===== src/hw/rtl/rtt_pkg.sv =====
// Shared types, constants, digit tables and decode functions for the radix text parser.
`timescale 1ns / 1ps

package rtt_pkg;

   // Field widths
   localparam int CharWidth  = 8;
   localparam int ValueWidth = 64;
   localparam int RadixWidth = 7;
   localparam int DigitWidth = 8;

   // Radix codes and character codes
   localparam logic [RadixWidth-1:0] RADIX_RESET = 7'd10;
   localparam logic [RadixWidth-1:0] RADIX_DEC   = 7'd10;
   localparam logic [RadixWidth-1:0] RADIX_HEX   = 7'd16;
   localparam logic [RadixWidth-1:0] RADIX_B32   = 7'd32;
   localparam logic [RadixWidth-1:0] RADIX_B64   = 7'd64;
   localparam logic [RadixWidth-1:0] RADIX_MIN   = 7'd2;

   localparam logic [CharWidth-1:0] CHAR_END      = 8'h00;
   localparam logic [CharWidth-1:0] CHAR_TAB      = 8'h09;
   localparam logic [CharWidth-1:0] CHAR_CR       = 8'h0D;
   localparam logic [CharWidth-1:0] CHAR_SPACE    = 8'h20;
   localparam logic [CharWidth-1:0] CHAR_MINUS    = 8'h2D;
   localparam logic [CharWidth-1:0] CHAR_ZERO     = 8'h30;
   localparam logic [CharWidth-1:0] CHAR_NINE     = 8'h39;
   localparam logic [CharWidth-1:0] CHAR_UPPER_A  = 8'h41;
   localparam logic [CharWidth-1:0] CHAR_UPPER_F  = 8'h46;
   localparam logic [CharWidth-1:0] CHAR_LOWER_A  = 8'h61;
   localparam logic [CharWidth-1:0] CHAR_LOWER_F  = 8'h66;
   localparam logic [CharWidth-1:0] CHAR_LOWER_X  = 8'h78;
   localparam logic [CharWidth-1:0] TABLE_BASE    = 8'h20;
   localparam logic [CharWidth-1:0] TABLE_END     = 8'h80;

   localparam logic [DigitWidth-1:0] NO_DIG  = 8'hFF;
   localparam logic [DigitWidth-1:0] DIG_TEN = 8'd10;

   localparam int TableDepth = 96;

   // Base 32 digit values for bytes 0x20 to 0x7F
   localparam logic [DigitWidth-1:0] TAB32 [TableDepth] = '{
      NO_DIG, NO_DIG, NO_DIG, NO_DIG, NO_DIG, NO_DIG, NO_DIG, NO_DIG,
      NO_DIG, NO_DIG, NO_DIG, NO_DIG, NO_DIG, NO_DIG, NO_DIG, NO_DIG,
      8'd14, 8'd11, 8'd26, 8'd27, 8'd28, 8'd29, 8'd30, 8'd31,
      NO_DIG, 8'd6, NO_DIG, NO_DIG, NO_DIG, NO_DIG, NO_DIG, NO_DIG,
      NO_DIG, 8'd0, 8'd1, 8'd2, 8'd3, 8'd4, 8'd5, 8'd6,
      8'd7, 8'd8, 8'd9, 8'd10, 8'd11, 8'd12, 8'd13, 8'd14,
      8'd15, 8'd16, 8'd17, 8'd18, 8'd19, 8'd20, 8'd21, 8'd22,
      8'd23, 8'd24, 8'd25, NO_DIG, NO_DIG, NO_DIG, NO_DIG, NO_DIG,
      NO_DIG, 8'd0, 8'd1, 8'd2, 8'd3, 8'd4, 8'd5, 8'd6,
      8'd7, 8'd8, 8'd9, 8'd10, 8'd11, 8'd12, 8'd13, 8'd14,
      8'd15, 8'd16, 8'd17, 8'd18, 8'd19, 8'd20, 8'd21, 8'd22,
      8'd23, 8'd24, 8'd25, NO_DIG, NO_DIG, NO_DIG, NO_DIG, NO_DIG
   };

   // Base 64 digit values for bytes 0x20 to 0x7F
   localparam logic [DigitWidth-1:0] TAB64 [TableDepth] = '{
      NO_DIG, NO_DIG, NO_DIG, NO_DIG, NO_DIG, NO_DIG, NO_DIG, NO_DIG,
      NO_DIG, NO_DIG, NO_DIG, 8'd62, NO_DIG, 8'd62, NO_DIG, 8'd63,
      8'd52, 8'd53, 8'd54, 8'd55, 8'd56, 8'd57, 8'd58, 8'd59,
      8'd60, 8'd61, NO_DIG, NO_DIG, NO_DIG, NO_DIG, NO_DIG, NO_DIG,
      NO_DIG, 8'd0, 8'd1, 8'd2, 8'd3, 8'd4, 8'd5, 8'd6,
      8'd7, 8'd8, 8'd9, 8'd10, 8'd11, 8'd12, 8'd13, 8'd14,
      8'd15, 8'd16, 8'd17, 8'd18, 8'd19, 8'd20, 8'd21, 8'd22,
      8'd23, 8'd24, 8'd25, NO_DIG, NO_DIG, NO_DIG, NO_DIG, 8'd63,
      NO_DIG, 8'd26, 8'd27, 8'd28, 8'd29, 8'd30, 8'd31, 8'd32,
      8'd33, 8'd34, 8'd35, 8'd36, 8'd37, 8'd38, 8'd39, 8'd40,
      8'd41, 8'd42, 8'd43, 8'd44, 8'd45, 8'd46, 8'd47, 8'd48,
      8'd49, 8'd50, 8'd51, NO_DIG, NO_DIG, NO_DIG, NO_DIG, NO_DIG
   };

   // Parser phase
   typedef enum logic [1:0] {
      PH_SPACE,
      PH_SIGNED,
      PH_ZERO,
      PH_DIGITS
   } phase_type;

   // Classification of one character under the current radix
   typedef struct packed {
      logic                  is_space;
      logic [DigitWidth-1:0] digit;
   } char_class_type;

   // Result of one string
   typedef struct packed {
      logic [ValueWidth-1:0] value;
      logic                  invalid;
   } result_type;

   // Whitespace is tab to carriage return, and space.
   function automatic logic is_space(input logic [CharWidth-1:0] c);
      return (c == CHAR_SPACE) || ((c >= CHAR_TAB) && (c <= CHAR_CR));
   endfunction

   function automatic logic radix_ok(input logic [RadixWidth-1:0] r);
      return ((r >= RADIX_MIN) && (r <= RADIX_HEX)) || (r == RADIX_B32) || (r == RADIX_B64);
   endfunction

   // Digit value of a character; NO_DIG where the character has none.
   function automatic logic [DigitWidth-1:0] digit_of(input logic [CharWidth-1:0] c,
                                                     input logic [RadixWidth-1:0] r);
      logic [6:0]            ix;
      logic [DigitWidth-1:0] d;
      ix = 7'(c - TABLE_BASE);
      d  = NO_DIG;
      if ((r == RADIX_B32) || (r == RADIX_B64)) begin
         if ((c > TABLE_BASE) && (c < TABLE_END)) begin
            d = (r == RADIX_B32) ? TAB32[ix] : TAB64[ix];
         end
      end else if ((c >= CHAR_ZERO) && (c <= CHAR_NINE)) begin
         d = c - CHAR_ZERO;
      end else if ((c >= CHAR_LOWER_A) && (c <= CHAR_LOWER_F)) begin
         d = c - CHAR_LOWER_A + DIG_TEN;
      end else if ((c >= CHAR_UPPER_A) && (c <= CHAR_UPPER_F)) begin
         d = c - CHAR_UPPER_A + DIG_TEN;
      end
      return d;
   endfunction

endpackage


===== src/hw/rtl/rtt_if.sv =====
// Valid/ready channel interfaces for the character input and the result output.
`timescale 1ns / 1ps

interface rtt_req_if;
   logic       valid;
   logic       ready;
   logic [7:0] char_code;

   modport source (output valid, output char_code, input ready);
   modport sink (input valid, input char_code, output ready);
endinterface

interface rtt_rsp_if;
   logic               valid;
   logic               ready;
   logic signed [63:0] value;
   logic               invalid;

   modport source (output valid, output value, output invalid, input ready);
   modport sink (input valid, input value, input invalid, output ready);
endinterface


===== src/hw/rtl/rtt_char_decode.sv =====
// Character classifier: whitespace flag and digit value under the active radix.
`timescale 1ns / 1ps

module rtt_char_decode (
   input  logic [rtt_pkg::CharWidth-1:0]  char_code,
   input  logic [rtt_pkg::RadixWidth-1:0] radix,
   output rtt_pkg::char_class_type        char_class
);

   // Table lookup for bases 32 and 64, hex digit values otherwise.
   always_comb begin
      char_class.is_space = rtt_pkg::is_space(char_code);
      char_class.digit    = rtt_pkg::digit_of(char_code, radix);
   end

endmodule


===== src/hw/rtl/rtt_parse_core.sv =====
// Parser state: phase machine, sign, sticky error, active radix and the accumulator.
`timescale 1ns / 1ps

module rtt_parse_core (
   input  logic                              clock,
   input  logic                              reset,
   input  logic                              csr_wr_en,
   input  logic [rtt_pkg::RadixWidth-1:0]    csr_wr_data,
   input  logic                              step_fire,
   input  logic [rtt_pkg::CharWidth-1:0]     step_char,
   output rtt_pkg::result_type               result
);

   localparam int ProdWidth = rtt_pkg::ValueWidth + rtt_pkg::RadixWidth;

   rtt_pkg::phase_type                  phase_ff, phase_in;
   logic [rtt_pkg::ValueWidth-1:0]      acc_ff, acc_in;
   logic                                neg_ff, neg_in;
   logic                                err_ff, err_in;
   logic [rtt_pkg::RadixWidth-1:0]      eff_ff, eff_in;
   logic [rtt_pkg::RadixWidth-1:0]      radix_ff, radix_in;

   rtt_pkg::char_class_type             char_class;
   logic                                is_term;
   logic                                is_minus;
   logic                                is_zero;
   logic                                is_x;
   logic                                is_dec;
   logic                                take_digit;
   logic                                set_neg;
   logic                                set_hex;
   logic                                digit_bad;
   logic [ProdWidth-1:0]                prod;
   logic                                bad;

   rtt_char_decode u_decode (
      .char_code  (step_char),
      .radix      (eff_ff),
      .char_class (char_class)
   );

   // Character classes used by the phase machine
   assign is_term  = (step_char == rtt_pkg::CHAR_END);
   assign is_minus = (step_char == rtt_pkg::CHAR_MINUS);
   assign is_zero  = (step_char == rtt_pkg::CHAR_ZERO);
   assign is_x     = (step_char == rtt_pkg::CHAR_LOWER_X);
   assign is_dec   = (eff_ff == rtt_pkg::RADIX_DEC);

   // Next phase
   always_comb begin
      phase_in = phase_ff;
      if (step_fire) begin
         if (is_term) begin
            phase_in = rtt_pkg::PH_SPACE;
         end else begin
            unique case (phase_ff)
               rtt_pkg::PH_SPACE: begin
                  if (!char_class.is_space) begin
                     if (!is_dec) begin
                        phase_in = rtt_pkg::PH_DIGITS;
                     end else if (is_minus) begin
                        phase_in = rtt_pkg::PH_SIGNED;
                     end else if (is_zero) begin
                        phase_in = rtt_pkg::PH_ZERO;
                     end else begin
                        phase_in = rtt_pkg::PH_DIGITS;
                     end
                  end
               end
               rtt_pkg::PH_SIGNED: begin
                  phase_in = is_zero ? rtt_pkg::PH_ZERO : rtt_pkg::PH_DIGITS;
               end
               rtt_pkg::PH_ZERO:   phase_in = rtt_pkg::PH_DIGITS;
               rtt_pkg::PH_DIGITS: phase_in = rtt_pkg::PH_DIGITS;
               default:            phase_in = rtt_pkg::PH_SPACE;
            endcase
         end
      end
   end

   // Actions that the phase machine asks for on this character
   always_comb begin
      take_digit = 1'b0;
      set_neg    = 1'b0;
      set_hex    = 1'b0;
      if (step_fire && !is_term) begin
         unique case (phase_ff)
            rtt_pkg::PH_SPACE: begin
               take_digit = !char_class.is_space && (!is_dec || (!is_minus && !is_zero));
               set_neg    = !char_class.is_space && is_dec && is_minus;
            end
            rtt_pkg::PH_SIGNED: take_digit = !is_zero;
            rtt_pkg::PH_ZERO: begin
               take_digit = !is_x;
               set_hex    = is_x;
            end
            rtt_pkg::PH_DIGITS: take_digit = 1'b1;
            default:            take_digit = 1'b0;
         endcase
      end
   end

   // One multiply-add step of the accumulator
   assign prod      = ProdWidth'(acc_ff) * ProdWidth'(eff_ff);
   assign digit_bad = (char_class.digit >= rtt_pkg::DigitWidth'(eff_ff));

   always_comb begin
      acc_in   = acc_ff;
      neg_in   = neg_ff;
      err_in   = err_ff;
      eff_in   = eff_ff;
      radix_in = radix_ff;
      if (step_fire && is_term) begin
         acc_in = '0;
         neg_in = 1'b0;
         err_in = 1'b0;
         eff_in = radix_ff;
      end else begin
         if (take_digit && !err_ff) begin
            if (digit_bad) begin
               err_in = 1'b1;
            end else begin
               acc_in = prod[rtt_pkg::ValueWidth-1:0]
                        + rtt_pkg::ValueWidth'(char_class.digit);
            end
         end
         if (set_neg) begin
            neg_in = 1'b1;
         end
         if (set_hex) begin
            eff_in = rtt_pkg::RADIX_HEX;
         end
      end
      // A radix write reaches the active radix while only whitespace has been seen.
      if (csr_wr_en) begin
         radix_in = csr_wr_data;
         if (phase_ff == rtt_pkg::PH_SPACE) begin
            eff_in = csr_wr_data;
         end
      end
   end

   // State registers
   always_ff @(posedge clock) begin
      if (reset) begin
         phase_ff <= rtt_pkg::PH_SPACE;
         acc_ff   <= '0;
         neg_ff   <= 1'b0;
         err_ff   <= 1'b0;
         eff_ff   <= rtt_pkg::RADIX_RESET;
         radix_ff <= rtt_pkg::RADIX_RESET;
      end else begin
         phase_ff <= phase_in;
         acc_ff   <= acc_in;
         neg_ff   <= neg_in;
         err_ff   <= err_in;
         eff_ff   <= eff_in;
         radix_ff <= radix_in;
      end
   end

   // Final value for a terminating character: negated if signed, zero if invalid.
   assign bad = err_ff || !rtt_pkg::radix_ok(eff_ff);

   always_comb begin
      result.invalid = bad;
      if (bad) begin
         result.value = '0;
      end else if (neg_ff) begin
         result.value = '0 - acc_ff;
      end else begin
         result.value = acc_ff;
      end
   end

endmodule


===== src/hw/rtl/radix_text_to_int64_parser.sv =====
// Top level of the radix text to 64-bit integer parser.
`timescale 1ns / 1ps
// Usage
//   req_chan carries one character byte per transaction. A zero byte ends the
//   string and produces exactly one transaction on rsp_chan with the 64-bit
//   two's complement value and the invalid flag; other bytes produce none.
//   csr_wr_en/csr_wr_data write the 7-bit radix register (reset value 10).
//   Write it only between strings, or while only whitespace has been sent.
// Throughput and pipeline
//   One character is taken every cycle unless a zero byte waits for a
//   stalled output register. Each character passes an input register, then
//   one multiply-add of the accumulator by the radix (a 64 by 7 bit product)
//   updates the parser state. A string's result is registered for rsp_chan.
// Stalls
//   If rsp_chan is stalled, the pending result is held in the output
//   register and further non-zero characters are still taken; a following
//   zero byte waits in the input register until the result is taken.
// Reset
//   Reset clears all parser state, sets the radix to 10 and empties both
//   registers, so no result is pending afterwards.

module radix_text_to_int64_parser (
   input  logic                           clock,
   input  logic                           reset,
   rtt_req_if.sink                        req_chan,
   rtt_rsp_if.source                      rsp_chan,
   input  logic                           csr_wr_en,
   input  logic [rtt_pkg::RadixWidth-1:0] csr_wr_data
);

   logic                          in_valid_ff, in_valid_in;
   logic [rtt_pkg::CharWidth-1:0] in_char_ff;
   logic                          rsp_valid_ff, rsp_valid_in;
   rtt_pkg::result_type           rsp_data_ff;
   rtt_pkg::result_type           result;
   logic                          in_is_term;
   logic                          fire;
   logic                          load_rsp;

   // A zero byte proceeds only when the output register is empty or being read.
   assign in_is_term = (in_char_ff == rtt_pkg::CHAR_END);
   assign fire       = in_valid_ff && (!in_is_term || !rsp_valid_ff || rsp_chan.ready);
   assign load_rsp   = fire && in_is_term;
   assign req_chan.ready = !in_valid_ff || fire;

   rtt_parse_core u_core (
      .clock       (clock),
      .reset       (reset),
      .csr_wr_en   (csr_wr_en),
      .csr_wr_data (csr_wr_data),
      .step_fire   (fire),
      .step_char   (in_char_ff),
      .result      (result)
   );

   // Input register
   assign in_valid_in = req_chan.valid || (in_valid_ff && !fire);

   always_ff @(posedge clock) begin
      if (reset) begin
         in_valid_ff <= 1'b0;
      end else begin
         in_valid_ff <= in_valid_in;
      end
   end

   always_ff @(posedge clock) begin
      if (req_chan.valid && req_chan.ready) begin
         in_char_ff <= req_chan.char_code;
      end
   end

   // Output register
   assign rsp_valid_in = load_rsp || (rsp_valid_ff && !rsp_chan.ready);

   always_ff @(posedge clock) begin
      if (reset) begin
         rsp_valid_ff <= 1'b0;
      end else begin
         rsp_valid_ff <= rsp_valid_in;
      end
   end

   always_ff @(posedge clock) begin
      if (load_rsp) begin
         rsp_data_ff <= result;
      end
   end

   assign rsp_chan.valid   = rsp_valid_ff;
   assign rsp_chan.value   = $signed(rsp_data_ff.value);
   assign rsp_chan.invalid = rsp_data_ff.invalid;

endmodule


===== src/flat_wrapper.sv =====
// flat-port wrapper written by rule: the top's interface ports become plain ports
module radix_text_to_int64_parser_flat 
  (clock, reset, csr_wr_en, csr_wr_data, req_chan_valid, req_chan_char_code, req_chan_ready, rsp_chan_valid, rsp_chan_value, rsp_chan_invalid, rsp_chan_ready);
  rtt_req_if req_chan_i ();
  rtt_rsp_if rsp_chan_i ();
  input  logic clock;
  input  logic reset;
  input  logic csr_wr_en;
  input  logic [rtt_pkg::RadixWidth-1:0] csr_wr_data;
  input wire logic [$bits(req_chan_i.valid)-1:0] req_chan_valid;
  input wire logic [$bits(req_chan_i.char_code)-1:0] req_chan_char_code;
  output wire logic [$bits(req_chan_i.ready)-1:0] req_chan_ready;
  output wire logic [$bits(rsp_chan_i.valid)-1:0] rsp_chan_valid;
  output wire logic [$bits(rsp_chan_i.value)-1:0] rsp_chan_value;
  output wire logic [$bits(rsp_chan_i.invalid)-1:0] rsp_chan_invalid;
  input wire logic [$bits(rsp_chan_i.ready)-1:0] rsp_chan_ready;
  assign req_chan_i.valid = req_chan_valid;
  assign req_chan_i.char_code = req_chan_char_code;
  assign req_chan_ready = req_chan_i.ready;
  assign rsp_chan_valid = rsp_chan_i.valid;
  assign rsp_chan_value = rsp_chan_i.value;
  assign rsp_chan_invalid = rsp_chan_i.invalid;
  assign rsp_chan_i.ready = rsp_chan_ready;
  radix_text_to_int64_parser u_core (.clock(clock), .reset(reset), .req_chan(req_chan_i), .rsp_chan(rsp_chan_i), .csr_wr_en(csr_wr_en), .csr_wr_data(csr_wr_data));
endmodule

===== config.mk =====
export PLATFORM = sky130hd
export DESIGN_NAME = radix_text_to_int64_parser_flat
export DESIGN_NICKNAME = d
export VERILOG_FILES = /design/src/hw/rtl/rtt_pkg.sv /design/src/hw/rtl/rtt_if.sv /design/src/hw/rtl/rtt_char_decode.sv /design/src/hw/rtl/rtt_parse_core.sv /design/src/hw/rtl/radix_text_to_int64_parser.sv /design/src/flat_wrapper.sv
export SDC_FILE = /design/constraint.sdc
export NUM_CORES = 1
export LEC_CHECK = 0
export ABC_AREA = 1
export BUFFER_PORTS_ARGS = -buffer_cell sky130_fd_sc_hd__buf_2
export CAP_MARGIN = 20
export CORE_MARGIN = 3
export CORE_UTILIZATION = 45
export DETAILED_ROUTE_END_ITERATION = 10
export HOLD_SLACK_MARGIN = 0.06
export PLACE_DENSITY = 0.64
export SLEW_MARGIN = 20
export SYNTH_ARGS = -nofsm -noshare
export SYNTH_HDL_FRONTEND = slang
export SYNTH_SLANG_ARGS = --single-unit

===== constraint.sdc =====
create_clock -name clock -period 15.2 [get_ports clock]
set_input_delay 3.04 -clock clock [delete_from_list [all_inputs] [get_ports clock]]
set_output_delay 3.04 -clock clock [all_outputs]
set_load 0.1 [all_outputs]

==> results of run 1 <==
==> cells by family after synthesis <==
kind of cell | after synthesis
AND/OR/NAND/NOR | 1872
buffers and inverters | 1002
adder cells (fa/ha/maj) | 451
AO/OA/AOI/OAI | 300
flip-flops | 157
XOR/XNOR | 48
==> Yosys cell counts (all sizes together), types with 2 or more instances <==
master | count | area [um2]
clkinv | 2 | 7.510
and2 | 2 | 12.51
nand3b | 14 | 105.1
inv | 841 | 3157
xor2 | 32 | 280.3
fa | 299 | 5986
nor4 | 18 | 118.9
nor3 | 44 | 225.2
ha | 152 | 1902
xnor2 | 16 | 140.1
o21ai | 112 | 564.3
o21bai | 4 | 30.03
o221ai | 3 | 26.28
o211ai | 7 | 52.55
nand4 | 73 | 456.7
a221oi | 2 | 17.52
a21oi | 152 | 772.0
nor2 | 363 | 1405
clkbuf | 98 | 367.9
edfxtp | 73 | 2192
buf | 61 | 284.0
o31ai | 2 | 15.01
nand2 | 1210 | 4552
nand3 | 144 | 733.2
dfxtp | 84 | 1682
a31oi | 9 | 56.30
o21a | 3 | 22.52
or2 | 3 | 18.77
o2111ai | 2 | 17.52
==> worst max path at each step <==
stage | start | end | slack [ps] | cells past startpoint
after floorplan | rsp_chan_ready | req_chan_ready | 8110 | 2
after global placement | rsp_chan_ready | req_chan_ready | 8430 | 4
after detailed placement | rsp_chan_ready | req_chan_ready | 8430 | 4
after CTS | rsp_chan_ready | req_chan_ready | 8430 | 4
after global routing | rsp_chan_ready | req_chan_ready | 8390 | 4
final | rsp_chan_ready | req_chan_ready | 8440 | 4
==> sequential cells by signal (all words and copies together), names as in the netlist <==
name,count
u_core.rsp_chan.invalid,1
u_core.rsp_chan.valid,1
u_core.u_core.radix_ff,7
u_core.u_core.eff_ff,7
u_core.in_char_ff,8
u_core.u_core.err_ff,1
u_core.u_core.acc_ff,64
u_core.rsp_chan.value,64
u_core.u_core.phase_ff,2
u_core.u_core.neg_ff,1
u_core.in_valid_ff,1
==> final cells by class <==
class | instances | area [um2]
repair buffers | 100 | 535.5
clock inverters | 14 | 147.6
well taps | 748 | 935.9
multi-input cells | 2671 | 17560
clock buffers | 18 | 450.4
flip-flops and latches | 157 | 3891
inverters | 843 | 3164
fillers | 5828 | 28630
==> per-stage QoR <==
step	cell area (um2)	std cells
4_1_cts	26680	4551
6_report	26680	4551
3_3_place_gp	26080	4519
3_5_place_dp	26080	4519
5_1_grt	26680	4551
2_1_floorplan	25240	3830
==> routing by layer <==
metal,wire length [um],vias up
met1,35530,11118
met5,12,-
met4,2319,2
met3,6531,128
met2,36830,831
li1,-,11420
==> power groups by stage <==
stage,Sequential [mW],Combinational [mW],Clock [mW]
2_1_floorplan,0.460,0.145,0
3_3_place_gp,0.489,0.184,0
3_5_place_dp,0.489,0.184,0
4_1_cts,0.479,0.184,0.464
5_1_grt,0.481,0.208,0.479
6_report,0.479,0.188,0.456
==> worst min-delay path, stage by stage, from the launching register on <==
cell     delay, ps
dfxtp_1        330
nand2_1         50
nand3_1         60
==> results.ini, run 1 <==
[status]
status=finished clean

[drt]
post_drt_wl_per_cell_um=17.85
drtPass1Iterations=6
vias_per_cell=5.163
drcViolationCount=0
vias=23499
ant_nets=0
first_iter_violations=1772
wirelength_um=81220

[power_and_ir_drop]
leakage_nw=15.58
seqPwrFrac=0.427
clkPwrFrac=0.406
power_mw=1.123
cellPowerDensity_nw_per_um2=42.07
vdd_drop_max_uv=79.57
power.switching_mw=0.3843
p_comb_frac=0.167
p_int_mw=0.7383
swShare=0.3423

[worst_setup_path]
worstPathArrival_ps=3720
r2r_cells=20
start_kind=input port
r2r-end=u_core.u_core.acc_ff[44]
cp.buffers_inverters=3
worstSetupEndpointType=primary output
critical_path.max_stage_delay_ps=440
cp_max_fo=3
cp_top_family=buffers and inverters
critical_path.slowest_cell=buf_2
crit_top_cell=buf_2
critical_path_class=input port to primary output
cp.required_ps=12160
crit_chain=buf_2 -> inv_1 -> nand4_1 -> buf_2
ff2ff_setup_slack_ps=9090
r2r-start=u_core.u_core.eff_ff[4]

[yosys]
synth-simple-area-share=0.3025
synth_compound_area_frac=0.06361
synth_nets=4301
synth-edff-count=73
ys.warnings.count=0
synth_fa_ha_area_frac=0.3125
avgSynthCellArea_um2=6.589
async_flop_share=0
ys_ff_latch=157
synth_mux_area_frac=0
synth_top_family_by_area=adder cells
netlist_instances=3830
synthXorXnorAreaFrac=0.01666
seq_area_frac_synth=0.1535
synth_cell_types=47
synth-main-ff-cell=dfxtp_1
netlist_area_um2=25240

[timing]
post-route-period-util=0.4449
hold_ws_ps=471.2
setup_tns_ps=0
layout_min_cycle_time_ps=6762
fmaxAchievable_mhz=147.9
hold_viol_final=0
worst_slack_ps=8438
finalSetupViolations=0
rsz0062_at_grt=false
slew_violations=0
skew_ps=22.42
tightest_slew_ps=1099
slew_headroom=0.2663

[layout]
final_nets=4261
syn2layout_area_growth_pct=5.726
drive_gt1_frac=0.04523
final_cell_mix=1206 x nand2_1, 832 x inv_1, 354 x nor2_1
final_common_cell=nand2_1
antennaDiodeCount=0
fin_util=0.4824

[worst_hold_path]
worstHoldPathCells=2
worstHoldStart=u_core.u_core.radix_ff[1]
holdPathEnd=u_core.u_core.radix_ff[1]
hold_class=register to register

[grt]
use_met2=0.4547
busiest_layer=met2
grt_start_max_net_pins=75
grt_pass1_vias=23157
grt.overflow.total=0
gr-usage-met1=0.3812
grt_pass1_wl_um=129400
grt_use_met3=0.05468
antenna_found_initial=1
grtUsageTotal=0.2803

[floorplan]
start_util=0.4563
pin_count=87
die_w_um=242.8
core_um2=55310
rows=86
die_area_um2=58960
die_h_um=242.8

[clock_network]
clk_latency_ps=490
cts_buffers=17
clk_pin_slew_worst_paths_ps=80
h-tree-depth=4
ctsRootBufferMaster=clkbuf_16
cts_tree=yes
postCtsSetupBuffers=0
post_cts_resize_count=0
clock_sinks=157
cts_max_path_buffers=2
ctsHoldBuffers=0

[placement]
globalplace.congestion=1.008
dpl.hpwl_um=64860
io_buffers=86
place_ws_ps=8435

[job]
maxCapViolCount=0

(Power assumes the default switching activity.)
==> run 2, diff against run 1 <==
==> constraint.sdc (replaced) <==
create_clock -name clock -period 6.9 [get_ports clock]
set_input_delay 1.38 -clock clock [delete_from_list [all_inputs] [get_ports clock]]
set_output_delay 1.38 -clock clock [all_outputs]
set_load 0.1 [all_outputs]
==> run 2 against run 1 <==
Against the previous run:
- cell count grew 0.31%
- count of clock-buffer cells in the layout up 1
- global-route usage rose by 1.3 points
- flip-flop and latch count is the same
- clock skew rose by 2.3 ps
- worst setup slack got worse by 7500 ps
- via count increased by 2.0%
- critical path depth is 26 higher
- largest cell class unchanged
- highest routed layer is now met4
==> results.ini, run 2 (synthesis results as in run 1) <==
[placement]
globalplace.congestion=1.035
dpl.hpwl_um=68790
dp_cells=4533
io_buffers=86
postPlaceCellArea_um2=26240

[worst_setup_path]
cp.required_ps=7260
worstSetupEndpointType=register
crit_top_cell=nand2_1
cp_max_fo=10
r2r_cells=30
start_kind=register
cp_num_cells=30
critical_path.slowest_cell=edfxtp_1
critical_path.max_stage_delay_ps=570
critical_path_class=register to register
cp_top_family=simple AND/OR/NAND/NOR gates
worstPathArrival_ps=6300
cp.buffers_inverters=4

[drt]
post_drt_wl_per_cell_um=18.57
first_iter_violations=2189
wirelength_um=84760
vias=23977
vias_per_cell=5.252
ant_nets=0
drtPass1Iterations=7
drcViolationCount=0

[grt]
antenna_found_initial=0
grt_start_max_net_pins=69
grtUsageTotal=0.2929
grt_pass1_vias=23582
grt_pass1_wl_um=134400
grt.overflow.total=0

[power_and_ir_drop]
cellPowerDensity_nw_per_um2=91.52
leakage_nw=15.65
vdd_drop_max_uv=197.9

[floorplan]
pin_count=87
die_h_um=242.8
start_util=0.4563
core_um2=55310
die_area_um2=58960
die_w_um=242.8
rows=86

[clock_network]
ctsRootBufferMaster=clkbuf_16
cts_max_path_buffers=2
h-tree-depth=4
clk_pin_slew_worst_paths_ps=80
clock_sinks=157
cts_tree=yes
clk_latency_ps=500
post_cts_resize_count=0
cts_buffers=17
postCtsSetupBuffers=0
ctsHoldBuffers=0

[timing]
hold_ws_ps=475.8
skew_ps=24.70
post-route-period-util=0.8605
setup_tns_ps=0
slew_violations=0
rsz0062_at_grt=false
tightest_slew_ps=994.3
hold_viol_final=0
slew_headroom=0.3371
finalSetupViolations=0
layout_min_cycle_time_ps=5937
fmaxAchievable_mhz=168.4

[layout]
final_cell_count_no_fill=4565
final_cell_mix=1206 x nand2_1, 832 x inv_1, 354 x nor2_1
multiInputGateArea_um2=17560
antennaDiodeCount=0
final_nets=4275
final_cell_area_um2=26820
syn2layout_area_growth_pct=6.257
nFillCells=5750
final_common_cell=nand2_1
seqCellArea_um2=3884
drive_gt1_frac=0.04847

[worst_hold_path]
worstHoldPathCells=2
hold_class=register to register

[job]
maxCapViolCount=0

[status]
status=finished clean

run 2: stage by stage:
| stage | setup WS [ps] | power [mW] | utilization |
|---|---|---|---|
| after floorplan | 1987 | 1.332 | - |
| after global placement | 1069 | 1.506 | 0.4744 |
| after detailed placement | 1094 | 1.501 | 0.4744 |
| after CTS | 1059 | 2.470 | 0.4847 |
| after global routing | 428.4 | 2.554 | 0.4848 |
| final | 962.5 | 2.454 | 0.4848 |
run 2: layout make-up:
| cell class | count | area share |
|---|---|---|
| flip-flops and latches | 157 | 0.1448 |
| multi-input cells | 2671 | 0.6547 |
| inverters | 843 | 0.1180 |
| clock inverters | 13 | 0.004386 |
| repair buffers | 114 | 0.02622 |
| well taps | 748 | 0.03490 |
| clock buffers | 19 | 0.01694 |
run 2: worst paths after layout:
| check | from | endpoint | slack, ps |
|---|---|---|---|
| max | u_core.in_char_ff[0] | u_core.u_core.acc_ff[61] | 960 |
| min reg2reg | u_core.u_core.radix_ff[2] | u_core.u_core.eff_ff[2] | 480 |
| max reg2reg | u_core.in_char_ff[0] | u_core.u_core.acc_ff[61] | 960 |
| min | u_core.u_core.radix_ff[2] | u_core.u_core.eff_ff[2] | 480 |
run 2: metal layers:
| metal | track usage | share of wire | vias up |
|---|---|---|---|
| met5 | 0 | 0 | - |
| met4 | 0.1153 | 0.041 | 0 |
| met1 | 0.3930 | 0.42 | 11302 |
| met3 | 0.05402 | 0.084 | 192 |
| met2 | 0.4697 | 0.45 | 1027 |
| li1 | - | - | 11456 |
run 2: worst reg2reg max path, delay by kind of cell (launching register included):
kind	cells	cell delay [ps]
DFF	1	570
and+or+nand+nor	21	2580
buffers and inverters	4	470
adders and majority gates	5	2150
run 2: where the power goes:
| part | switching, mW | total (mW) | internal (mW) |
|---|---|---|---|
| sequential | 0.0432 | 1.02 | 0.981 |
| combinational | 0.336 | 0.464 | 0.128 |
| clock | 0.471 | 0.966 | 0.494 |
| total | 0.851 | 2.45 | 1.60 |
